[config.mk]
export PLATFORM = sky130hd
export DESIGN_NAME = lgs_mem
export DESIGN_NICKNAME = d
export VERILOG_FILES = /design/src/sv/lgs_mem.sv
export SDC_FILE = /design/constraint.sdc
export NUM_CORES = 2
export LEC_CHECK = 0
export BUFFER_PORTS_ARGS = -buffer_cell sky130_fd_sc_hd__buf_4
export CAP_MARGIN = 0
export CORE_UTILIZATION = 47
export DETAILED_ROUTE_END_ITERATION = 8
export PLACE_DENSITY_LB_ADDON = 0.3
export SYNTH_ARGS = -nofsm -noshare
export SYNTH_HDL_FRONTEND = slang
export SYNTH_SLANG_ARGS = --single-unit
[constraint.sdc]
create_clock -name clk_i -period 1.7 [get_ports clk_i]
set_clock_uncertainty 0.1 [all_clocks]
set_input_delay 0.17 -clock clk_i [delete_from_list [all_inputs] [get_ports clk_i]]
set_output_delay 0.17 -clock clk_i [all_outputs]
set_load 0.05 [all_outputs]
[src/sv/lgs_mem.sv]
`default_nettype none
// ----------------------------------------------------------------------------
// lgs_mem
// Row memory of the cell grid with one write and one registered read port.
// Per-row valid bits make never-written rows read as all dead.
// ----------------------------------------------------------------------------
module lgs_mem #(
  parameter int unsigned GRID_WIDTH  = 64,
  parameter int unsigned GRID_HEIGHT = 64,
  parameter int unsigned ADDR_W      = $clog2(GRID_HEIGHT)
) (
  input  wire logic                  clk_i,
  input  wire logic                  rst_ni,
  input  wire logic                  we_i,
  input  wire logic [ADDR_W-1:0]     waddr_i,
  input  wire logic [GRID_WIDTH-1:0] wdata_i,
  input  wire logic                  re_i,
  input  wire logic [ADDR_W-1:0]     raddr_i,
  output logic      [GRID_WIDTH-1:0] rdata_o
);

  logic [GRID_WIDTH-1:0] mem [GRID_HEIGHT];
  logic [GRID_WIDTH-1:0] rd_q;
  logic [GRID_HEIGHT-1:0] valid_q;
  logic                  rdv_q;

  always_ff @(posedge clk_i) begin
    if (we_i) begin
      mem[waddr_i] <= wdata_i;
    end
    if (re_i) begin
      rd_q <= mem[raddr_i];
    end
  end

  always_ff @(posedge clk_i or negedge rst_ni) begin
    if (!rst_ni) begin
      valid_q <= '0;
      rdv_q   <= 1'b0;
    end else begin
      if (we_i) begin
        valid_q[waddr_i] <= 1'b1;
      end
      if (re_i) begin
        rdv_q <= valid_q[raddr_i];
      end
    end
  end

  assign rdata_o = rdv_q ? rd_q : '0;

endmodule : lgs_mem
`default_nettype wire

After elaboration in Yosys (flattened, before gate mapping):

Memory sizes are Yosys's and may differ from the RTL's. A register that Yosys moved wholly into a read port is not among the register bits.
Cells that the tools add are included.

* $lt $le $gt $ge: 3
* multiplexer cells: 7
* bitwise gates (word level): 1
* reduce and logical (&&, ||, !) cells: 1

Operators by type and width (count)
* 64-bit 2-to-1 mux: 1
* 64-bit bitwise OR: 1
* 6-bit by 7-bit < comparator with 1-bit output (second input constant): 2
* 1-bit binary-select mux with 6-bit select: 1
* 1-bit demux with 6-bit select: 1
* 6-bit by 1-bit >= comparator with 1-bit output (second input constant): 1
* 1-bit 2-to-1 mux: 4
* 1-bit logical AND: 1

* bits in registers: 65
* memory bits (writable): 4096
* input port bits: 80
* output and inout port bits: 64
* memories: 1

Memories
* mem: depth 64, width 64, read ports 1, clocked after memory_dff 1, write ports 1, RTL line 22 `logic [GRID_WIDTH-1:0] mem [GRID_HEIGHT];`

Longest topological paths before layout:

* depth in word-level cells: 5
* depth in mapped cells: 9
* mapped depth without buffers: 5

Worst setup path before layout:

No wires, ideal clock.

* path type: input to register
* start: input port waddr_i[3]
* end: register valid_q[48]
* setup time: 0.092 ns
* data arrival time: 5.706 ns
* setup slack: -4.198 ns
* cell stages on the path: 5
* path buffers: 1
* cells stage by stage: clkbuf_1 nand4b_1 or2_2 nor3_1 or2_2

* longest elaborated chain between the ends: 5
* elaborated cells between the ends (all ways): 6

Ends and longest elaborated chain
* start, declared: RTL line 15 `input wire logic [ADDR_W-1:0] waddr_i,`
* 6-bit by 7-bit < comparator with 1-bit output (not written as such) / 6-bit by 1-bit >= comparator with 1-bit output (equally long branches): RTL line 42 `valid_q[waddr_i] <= 1'b1;`
* 1-bit logical AND (not written as such): RTL line 42
* 1-bit 2-to-1 mux (not written as such): RTL line 42
* 1-bit demux with 6-bit select (*): RTL line 42
* 64-bit bitwise OR (no source line) (*)
* end signal, assigned: RTL line 38 `valid_q <= '0;`
* end signal, assigned by index: RTL line 42
* end, declared: RTL line 24 `logic [GRID_HEIGHT-1:0] valid_q;`

Mark *: on every way between the ends. The rest lies on a longest branch, timed or not.
A chain may end at the register's enable or synchronous reset.

Worst setup path in the final report:

* start: register rdv_q
* end: output port rdata_o[20]

* longest elaborated chain between the ends: 1

Ends and longest elaborated chain
* start, declared: RTL line 25 `logic rdv_q;`
* start signal, assigned: RTL line 45 `rdv_q <= valid_q[raddr_i];`
* 64-bit 2-to-1 mux: RTL line 50 `assign rdata_o = rdv_q ? rd_q : '0;`
* end, declared: RTL line 19 `output logic [GRID_WIDTH-1:0] rdata_o`

No other way between the ends.

==> run metrics <==
status=finished, violations left; failing checks=setup timing; synth top area cells=edfxtp_1, mux4_2, dfrtp_1; Final setup viols=161; Post-synth EDFFs=4160; CTS tree=yes; cells after synthesis=roughly 6300; Seq/Total Area, Yosys=79.2%; ratio of cells with drive above 1 in the final layout=41.6%; Top-Level Pins=144; most frequent cell after synthesis=edfxtp_1; initial drt markers=10500; most frequent cells after synthesis=edfxtp_1, mux4_2, clkbuf_1; leading area contributor after synthesis=edfxtp_1; clock sinks=4225; Tot Pwr=0.221 W; main flop type after synthesis=edfxtp_1; full die area=342000 sq um; leakage power=62.7 nW; drt drc=0; f_max=about 420 MHz; remaining antenna violation count=0; Placed Area=about 180000 sq um; arrival time worst endpoint=2.13 ns; vias per inst=6.24; Relative slew margins=53.6%; core area=337000 sq um; Clock Tree Buf Depth=4; Worst R2R Start=mem[45][59]; hold endpoint=mem[21][36]; per-cell routed wire length=35.8 um; Design Area, Final=roughly 200000 sq um; synthesized area per cell=~25 sq um; Setup Total Neg Slack=-64.40 ns; first-pass GRT wire length=623000 um; Chip Width=slightly below 600 um; Unique masters post-synth=29; Slew Limit Fails=0; Hold Startpoint=we_i; hold crit path type=in -> reg; CP peak stage delay=0.50 ns; initial antenna violation count=28; GPL Wtd Cong=0.822; CP max-delay cell=dfrtp_4; Final Hold Viols=0; CP Cell Sequence=buf_12, and2_4, buf_4; Synth Warn #=0; drt first pass iters=5; share of the synthesized area in the top cell type=78.2%; clk_lat worst skew=about 0.99 ns; CTS HTree Levels=5; DP Wirelength=277000 um; Multi-input gate area=32900 sq um; CP Data Required Time=approximately 1.4 ns; Worst-path clk slew=roughly 0.06 ns; vias=about 78000; layout net count=7726; Worst Max-Slew Pin Slew=0.695 ns; WHS Path Cells=6; maximum VDD drop=939 uV; # rows=about 210; FFs w/ async S/R, synth=around 1.5%; mapped cell area=160000 sq um; die height=585 um; worst-path maximum fanout=39; Setup crit end kind=primary output; Area Overhead vs Synth=22.2%; Yosys reg bits=approximately 4200; Reg-to-Reg End=rd_q[59]; Worst Setup Start Kind=register; total gr overflow=0; vias in the first global route=79200; CTS buffer count=416; Overall Global Routing Usage=approximately a quarter; root buffer cell=clkbuf_16; crit path kind=reg -> out; Initial Util=~47%; RSZ-0062 raised after global routing=true; FF/Latch Area=127000 sq um; post-route clock period utilization=141%; Max-cap violations=0; Final min period=2.40 ns; I/O Buffers=143; Worst Slack Setup Final=-0.698 ns; Routed WL=448000 um; Synthesized Nets=around 6400; largest net degree at the start of global routing=66; power per cell area=1130 nW/um^2; Worst Reg-to-Reg Cells=5; fillers=between 20000 and 25000; R2R setup slack=-0.57 ns
[how the worst max path moves through the flow]
stage	slack (ns)	startpoint	endpoint
floorplan	-1.22	waddr_i[3]	mem[48][0]
global placement	-1.30	raddr_i[0]	rd_q[54]
detailed placement	-1.30	raddr_i[0]	rd_q[54]
CTS	-0.74	rd_q[48]	rdata_o[48]
global route	-0.72	rdv_q	rdata_o[19]
finish	-0.70	rdv_q	rdata_o[20]
[cell families after synthesis]
group / after synthesis / share of synthesized area (%)
DFF: 4225 / 79.2
muxes: 1309 / 18.3
buffers and inverters: 337 / 0.900
and+or+nand+nor: 300 / 0.948
AOI/OAI and AO/OA: 139 / 0.653
[area by class of cell]
type / instances / area share, %
multi-input combinational: 1748 / 16.9
tap: 4515 / 2.89
clock inverter: 254 / 1.30
inverter: 3 / 0.00577
sequential: 4225 / 64.8
timing repair buffer: 1252 / 8.44
clock buffer: 510 / 5.63
antenna: 22 / 0.0282
[critical path: cells and delay by family, from the launching register on]
kind / cells / cell delay (ns)
flip-flops: 1 / 0.50
buffers and inverters: 2 / 0.35
AND/OR/NAND/NOR: 1 / 0.23
[routing by layer]
layer  track usage, %  vias up  part of all wire (%)
li1                 -    30300                     -
met1             36.0    42600                    38
met2             43.0     4400                    49
met3             4.79      763                   9.4
met4             8.65       16                   3.5
met5                0        -                 0.024
[what timing repair did]
| item | in CTS | in global routing |
|---|---|---|
| setup buffers | 0 | 3 |
| setup endpoints to repair | 129 | 177 |
| hold endpoints to repair | 4596 | 0 |
| resized for setup | 127 | 19 |
| hold buffers | 79 | 0 |
| cloned | 0 | 0 |
| pin swaps | 89 | 12 |
[report_power, final]
| group | switching (W) | internal, W | leakage, nW |
|---|---|---|---|
| sequential | 0.000595 | 0.116 | 38.3 |
| combinational | 0.00694 | 0.00582 | 17.8 |
| clock | 0.0393 | 0.0525 | 6.61 |
[per-stage QoR]
stage	hold slack, ns	setup slack, ns	std cells	utilization [%]
2_1_floorplan	-0.226	-1.22	6310	-
3_3_place_gp	0.0913	-1.30	11700	53.4
3_5_place_dp	0.0998	-1.30	11700	53.4
4_1_cts	0.000548	-0.738	12500	57.8
5_1_grt	0.0480	-0.721	12500	57.8
6_report	0.0543	-0.698	12500	57.9
[registers in the layout (all words and copies together) (netlist names)]
signal	count
rdv_q	1
valid_q	64
rd_q	64
mem	4096
[cells in the final DEF (no fill, tap or decap), types with 13 or more instances in the layout]
cell,netlist,routed
a22oi_1,132,46
a22oi_2,0,86
and2_1,65,43
and2_4,0,22
buf_12,0,543
buf_4,1,618
bufinv_16,0,43
clkbuf_1,182,79
clkbuf_16,0,423
clkinv_1,0,89
clkinv_2,0,79
clkinvlp_4,0,13
dfrtp_1,65,64
diode_2,0,22
dlygate4sd3_1,0,76
edfxtp_1,4160,4160
inv_6,0,14
mux2i_1,20,18
mux4_2,1289,1289
nand2_1,74,52
nand2_2,0,15
nor2_4,0,63
or2_2,65,64
Power figures use the tool's default switching activity.
