`src/sv/lgs_pkg.sv`:
```
`default_nettype none
// ----------------------------------------------------------------------------
// lgs_pkg
// Shared types and constants for the toroidal life generation step block.
// ----------------------------------------------------------------------------
package lgs_pkg;

  localparam int unsigned GRID_WIDTH_DEF  = 64;
  localparam int unsigned GRID_HEIGHT_DEF = 64;

  localparam int unsigned ROW_IDX_W = 6;
  localparam int unsigned ROW_W     = 64;

  // neighbor counts of the rule
  localparam logic [3:0] SURVIVE_CNT = 4'd2;
  localparam logic [3:0] BIRTH_CNT   = 4'd3;

  typedef enum logic [1:0] {
    MODE_WRITE   = 2'd0,
    MODE_ADVANCE = 2'd1,
    MODE_READ    = 2'd2
  } mode_e;

  typedef enum logic [1:0] {
    ST_IDLE,
    ST_READ,
    ST_GEN
  } state_e;

endpackage : lgs_pkg
`default_nettype wire

```
`src/sv/lgs_rule.sv`:
```
`default_nettype none
// ----------------------------------------------------------------------------
// lgs_rule
// Next-generation row from three old rows with wrap-around columns.
// ----------------------------------------------------------------------------
module lgs_rule #(
  parameter int unsigned GRID_WIDTH = 64
) (
  input  wire logic [GRID_WIDTH-1:0] up_i,
  input  wire logic [GRID_WIDTH-1:0] mid_i,
  input  wire logic [GRID_WIDTH-1:0] dn_i,
  output logic      [GRID_WIDTH-1:0] next_o
);
  import lgs_pkg::*;

  for (genvar c = 0; c < GRID_WIDTH; c++) begin : g_col
    localparam int unsigned LF = (c + GRID_WIDTH - 1) % GRID_WIDTH;
    localparam int unsigned RT = (c + 1) % GRID_WIDTH;
    logic [3:0] cnt;

    assign cnt = 4'(up_i[LF]) + 4'(up_i[c]) + 4'(up_i[RT])
               + 4'(mid_i[LF]) + 4'(mid_i[RT])
               + 4'(dn_i[LF]) + 4'(dn_i[c]) + 4'(dn_i[RT]);

    assign next_o[c] = (cnt == BIRTH_CNT) || (mid_i[c] && (cnt == SURVIVE_CNT));
  end

endmodule : lgs_rule
`default_nettype wire
```
`config.mk`:
```
export PLATFORM = sky130hd
export DESIGN_NAME = lgs_rule
export DESIGN_NICKNAME = d
export VERILOG_FILES = /design/src/sv/lgs_pkg.sv /design/src/sv/lgs_rule.sv
export SDC_FILE = /design/constraint.sdc
export NUM_CORES = 1
export LEC_CHECK = 0
export ABC_AREA = 1
export BUFFER_PORTS_ARGS = -buffer_cell sky130_fd_sc_hd__buf_2
export CAP_MARGIN = 30
export CORE_MARGIN = 2
export CORE_UTILIZATION = 50
export DETAILED_ROUTE_END_ITERATION = 10
export PLACE_DENSITY = 0.74
export SLEW_MARGIN = 20
export SYNTH_ARGS = -nofsm -noshare
export SYNTH_HDL_FRONTEND = slang
export SYNTH_SLANG_ARGS = --single-unit
```
`constraint.sdc`:
```
create_clock -name vclk -period 7.7
set_input_delay 0.385 -clock vclk [all_inputs]
set_output_delay 0.385 -clock vclk [all_outputs]
set_load 0.005 [all_outputs]
```
**After elaboration in Yosys (flattened, before gate mapping)**

Index checks and enable logic that the tools add are counted.

- Bits in latches: 0
- Output and inout port bits: 64
- Memory bits (read-only): 0
- Memories: 0
- Memory bits (writable): 0
- Register bits after elaboration: 0
- Bits of input ports: 192

- Magnitude comparators: 0
- Add/sub/neg operators: 448
- Divide/modulo/power cells: 0
- Bitwise gates (word level): 0
- Multipliers: 0
- Eq/ne operators: 128
- Shift operators: 0
- Reductions and logical operators: 128
- Multiplexer cells: 0

Operators with widths:

| operator | number |
|---|---|
| adder 4 x 1 -> 4 bit | 256 |
| == test 4 x 2 -> 1 bit (second input constant) | 128 |
| adder 3 x 1 -> 4 bit | 64 |
| adder 2 x 1 -> 3 bit | 64 |
| adder 1 x 1 -> 2 bit | 64 |
| logical AND 1 bit | 64 |
| logical OR 1 bit | 64 |

**Logic depth before layout (Yosys ltp)**

- Word-level depth: 10
- Gate-level depth with buffers: 11
- Gate-level depth less buffers: 11

**Least setup slack after synthesis**

OpenSTA, ideal clock, no wires.

- Path kind: input-to-output
- From: input up_i[0]
- To: output next_o[0]
- Data required time: 7,315 ps
- Path slack: 4,490 ps
- Cell stages on the path: 9
- Buffers on the path: 0
- Arrival: 2,825 ps
- Cells stage by stage: inv_1 > fa_1 > fa_1 > fa_1 > inv_1 > ha_1 > fa_1 > nand3_1 > a21oi_1

- Longest elaborated chain between the ends: 10
- Elaborated cells between the ends (all ways): 11
- Those cells by class: add/sub (7); eq/ne (2); reduce/logical (2)

Ends and longest elaborated chain:

| item | line | text |
|---|---|---|
| start: declaration | lgs_rule.sv:9 | `input wire logic [GRID_WIDTH-1:0] up_i,` |
| adder 1 x 1 -> 2 bit * | lgs_rule.sv:21 | `assign cnt = 4'(up_i[LF]) + 4'(up_i[c]) + 4'(up_i[RT])` |
| adder 2 x 1 -> 3 bit * | lgs_rule.sv:21 |  |
| adder 3 x 1 -> 4 bit * | lgs_rule.sv:22 | `+ 4'(mid_i[LF]) + 4'(mid_i[RT])` |
| adder 4 x 1 -> 4 bit * | lgs_rule.sv:22 |  |
| adder 4 x 1 -> 4 bit * (3 in a row) | lgs_rule.sv:23 | `+ 4'(dn_i[LF]) + 4'(dn_i[c]) + 4'(dn_i[RT]);` |
| == test 4 x 2 -> 1 bit | lgs_rule.sv:25 | `assign next_o[c] = (cnt == BIRTH_CNT) \|\| (mid_i[c] && (cnt == SURVIVE_CNT));` |
| logical AND 1 bit | lgs_rule.sv:25 |  |
| logical OR 1 bit * | lgs_rule.sv:25 |  |
| end: declaration | lgs_rule.sv:12 | `output logic [GRID_WIDTH-1:0] next_o` |

Mark *: on every way between the ends. The rest lies on a longest branch, timed or not.

**Final worst setup path**

- From: input up_i[59]
- To: output next_o[60]

Same word-level chain as after synthesis.

==> Flow_metrics.wiki <==
{| class="wikitable"
! Metric !! Value
|-
| Highest-delay cell along the critical path || sky130_fd_sc_hd__fa_1
|-
| Vias in the first global route || 9491
|-
| Number of design-rule violations left by the first detailed-router iteration || 281
|-
| CP bufs+invs || 4
|-
| Post-route cell area || 0.0133 mm^2
|-
| Total of endpoints with negative setup slack in the final report || 0
|-
| Share of the clock period used by the worst path || 0.469
|-
| Setup crit start || up_i[59]
|-
| Warnings, synthesis || 0
|-
| GRT Util Overall || 0.195
|-
| Number of nets in the finished design || 2369
|-
| Pin slew with the least headroom to its limit || 243 ps
|-
| Worst setup path category || input pin to output port
|-
| Area added between synthesis and finish || 14.2%
|-
| Final Hold Viols || 0
|-
| Unique cell type count in the Yosys netlist || 6
|-
| Final Util || 0.584
|-
| Final worst path period need || 3610 ps
|-
| Die Ht || 156 um
|-
| Peak supply drop || 0.0649 mV
|-
| Area of the core || 0.0227 mm^2
|-
| Critical Path AT || 3220 ps
|-
| Number of stages on the worst hold path || 6
|-
| Multi-input gate area in the final layout || 0.00921 mm^2
|-
| Pin count of the biggest net entering global routing || 4
|-
| Area occupied by registers || 0 um^2
|-
| CLK BUF || 0
|-
| Source of the worst hold timing path || mid_i[7]
|-
| Sequential-to-total area share from yosys stat || 0
|-
| Fraction of final layout cells with drive strength greater than 1 || 0.148
|-
| Most used cell along the critical path || sky130_fd_sc_hd__fa_1
|-
| Placed wire-length estimate after detailed placement || 22000 um
|-
| Worst slack, placed || 4060 ps
|-
| Area after detailed placement || 0.0132 mm^2
|-
| CTS hold repair buffers || 0
|-
| Power per cell area || 134 mW/mm^2
|-
| Final wirelength || 22500 um
|-
| Max transition margin || 0.838
|-
| Setup slack of the critical path after layout || 4090 ps
|-
| RSZ-0062 raised after global routing || no
|-
| Result of the run || finished clean
|-
| Max-cap viol count || 0
|-
| Vias after detailed routing || 9104
|-
| Total leakage power || 0.00830 uW
|-
| Width of the die || 156 um
|-
| Final setup TNS || 0 ps
|-
| Final Slew Violations || 0
|-
| Count of buffers added by post-CTS timing repair for setup || 0
|-
| Cell area after synthesis || 0.0116 mm^2
|-
| Total number of placement rows || 55
|-
| Maximum cell stage delay along the critical path || 560 ps
|-
| Number of cells produced by synthesis || 1471
|-
| CP Launch Type || input pin
|-
| Remaining design rule violation count || 0
|-
| Per-instance average area after synthesis || 7.89 um^2
|-
| Data required time of the critical path || 7320 ps
|-
| Initial Util || 0.511
|-
| Antenna violations before repair || 3
|-
| Kind of cell adding the most delay to the critical path || adder cells
|-
| Final ANT Viol Nets || 0
|-
| Ordered cell list for the critical path || buf_2, inv_1, fa_1, fa_1, fa_1, inv_1, ha_1, fa_1, nand3_1, a21oi_1, buf_2
|-
| First-pass GRT wire length || 40300 um
|-
| Maximum operating frequency || 0.277 GHz
|-
| CP Depth || 11
|-
| Flip-flop and latch count || 0
|-
| Routed WL per cell || 11.2 um
|-
| Element type at the critical path end || output port
|-
| Post-cts sizing count || 0
|-
| Count of fill cells added during filler insertion || 2106
|-
| Aggregate global routing overflow || 0
|-
| Class of the tightest hold or removal check || input pin to output port
|-
| Vias/cell || 4.52
|-
| Number of nets in the synthesized netlist || 2111
|-
| Area of the die || 0.0245 mm^2
|-
| Ports || 256
|-
| Number of I/O port buffers || 256
|-
| RePlAce Congestion || 0.857
|-
| Biggest fanout along the worst timing path || 2
|-
| Sum of internal, switching and leakage power || 1770 uW
|-
| First-pass iteration count of the detailed router || 4
|}
logic make-up (layout without fill, tap and decap cells):
logic type,Yosys count,in the layout,synth area share
fa+ha+maj,448,448,0.648
other cells,0,4,0
compound gates,64,64,0.0276
simple gates,320,320,0.117
buf+inv,639,895,0.207
cell usage after synthesis:
master	number	area share
sky130_fd_sc_hd__a21oi_1	64	0.028
sky130_fd_sc_hd__fa_1	256	0.44
sky130_fd_sc_hd__ha_1	192	0.21
sky130_fd_sc_hd__inv_1	639	0.21
sky130_fd_sc_hd__nand2_1	192	0.062
sky130_fd_sc_hd__nand3_1	128	0.055
cell usage in the layout (no fill, tap or decap), drive strengths merged:
cell and n:
buf 256, nand3 128, inv 639, fa 256, a21oi 64, ha 192
nand2 192, diode 4
through the flow:
stage          hold slack, ps  cells
3_5_place_dp             1260   2012
5_1_grt                  1300   2012
3_3_place_gp             1260   2012
4_1_cts                  1260   2012
2_1_floorplan            1000   1471
6_report                 1250   2016
layout make-up:
class,count,share of cell area
diodes,4,0.000755
inverters,639,0.181
multi-input cells,832,0.695
well taps,285,0.0269
repair buffers,256,0.0967
layer usage:
layer | vias up | part of all wire | track usage
met1 | 4224 | 0.45 | 0.261
met3 | 12 | 0.053 | 0.0202
met5 | - | 0.00058 | 0
li1 | 4683 | - | -
met4 | 2 | 0.0051 | 0.00874
met2 | 183 | 0.49 | 0.358
where the power goes:
| group | switching [uW] | internal, uW | total [uW] |
|---|---|---|---|
| Clock | 0 | 0.0000696 | 0.0000696 |
| Sequential | 0 | 0 | 0 |
| Combinational | 968 | 804 | 1770 |
| Total | 968 | 804 | 1770 |
path summary, 6_finish.rpt:
| kind | end | slack [ps] |
|---|---|---|
| max | next_o[60] | 4090 |
| min | next_o[7] | 1250 |
tightest hold or removal path, cell delays in order:
cell and delay, ps:
sky130_fd_sc_hd__buf_2 90, sky130_fd_sc_hd__inv_1 120, sky130_fd_sc_hd__nand2_1 70, sky130_fd_sc_hd__nand3_1 50
sky130_fd_sc_hd__a21oi_1 30, sky130_fd_sc_hd__buf_2 110
Power figures use the tool's default switching activity.
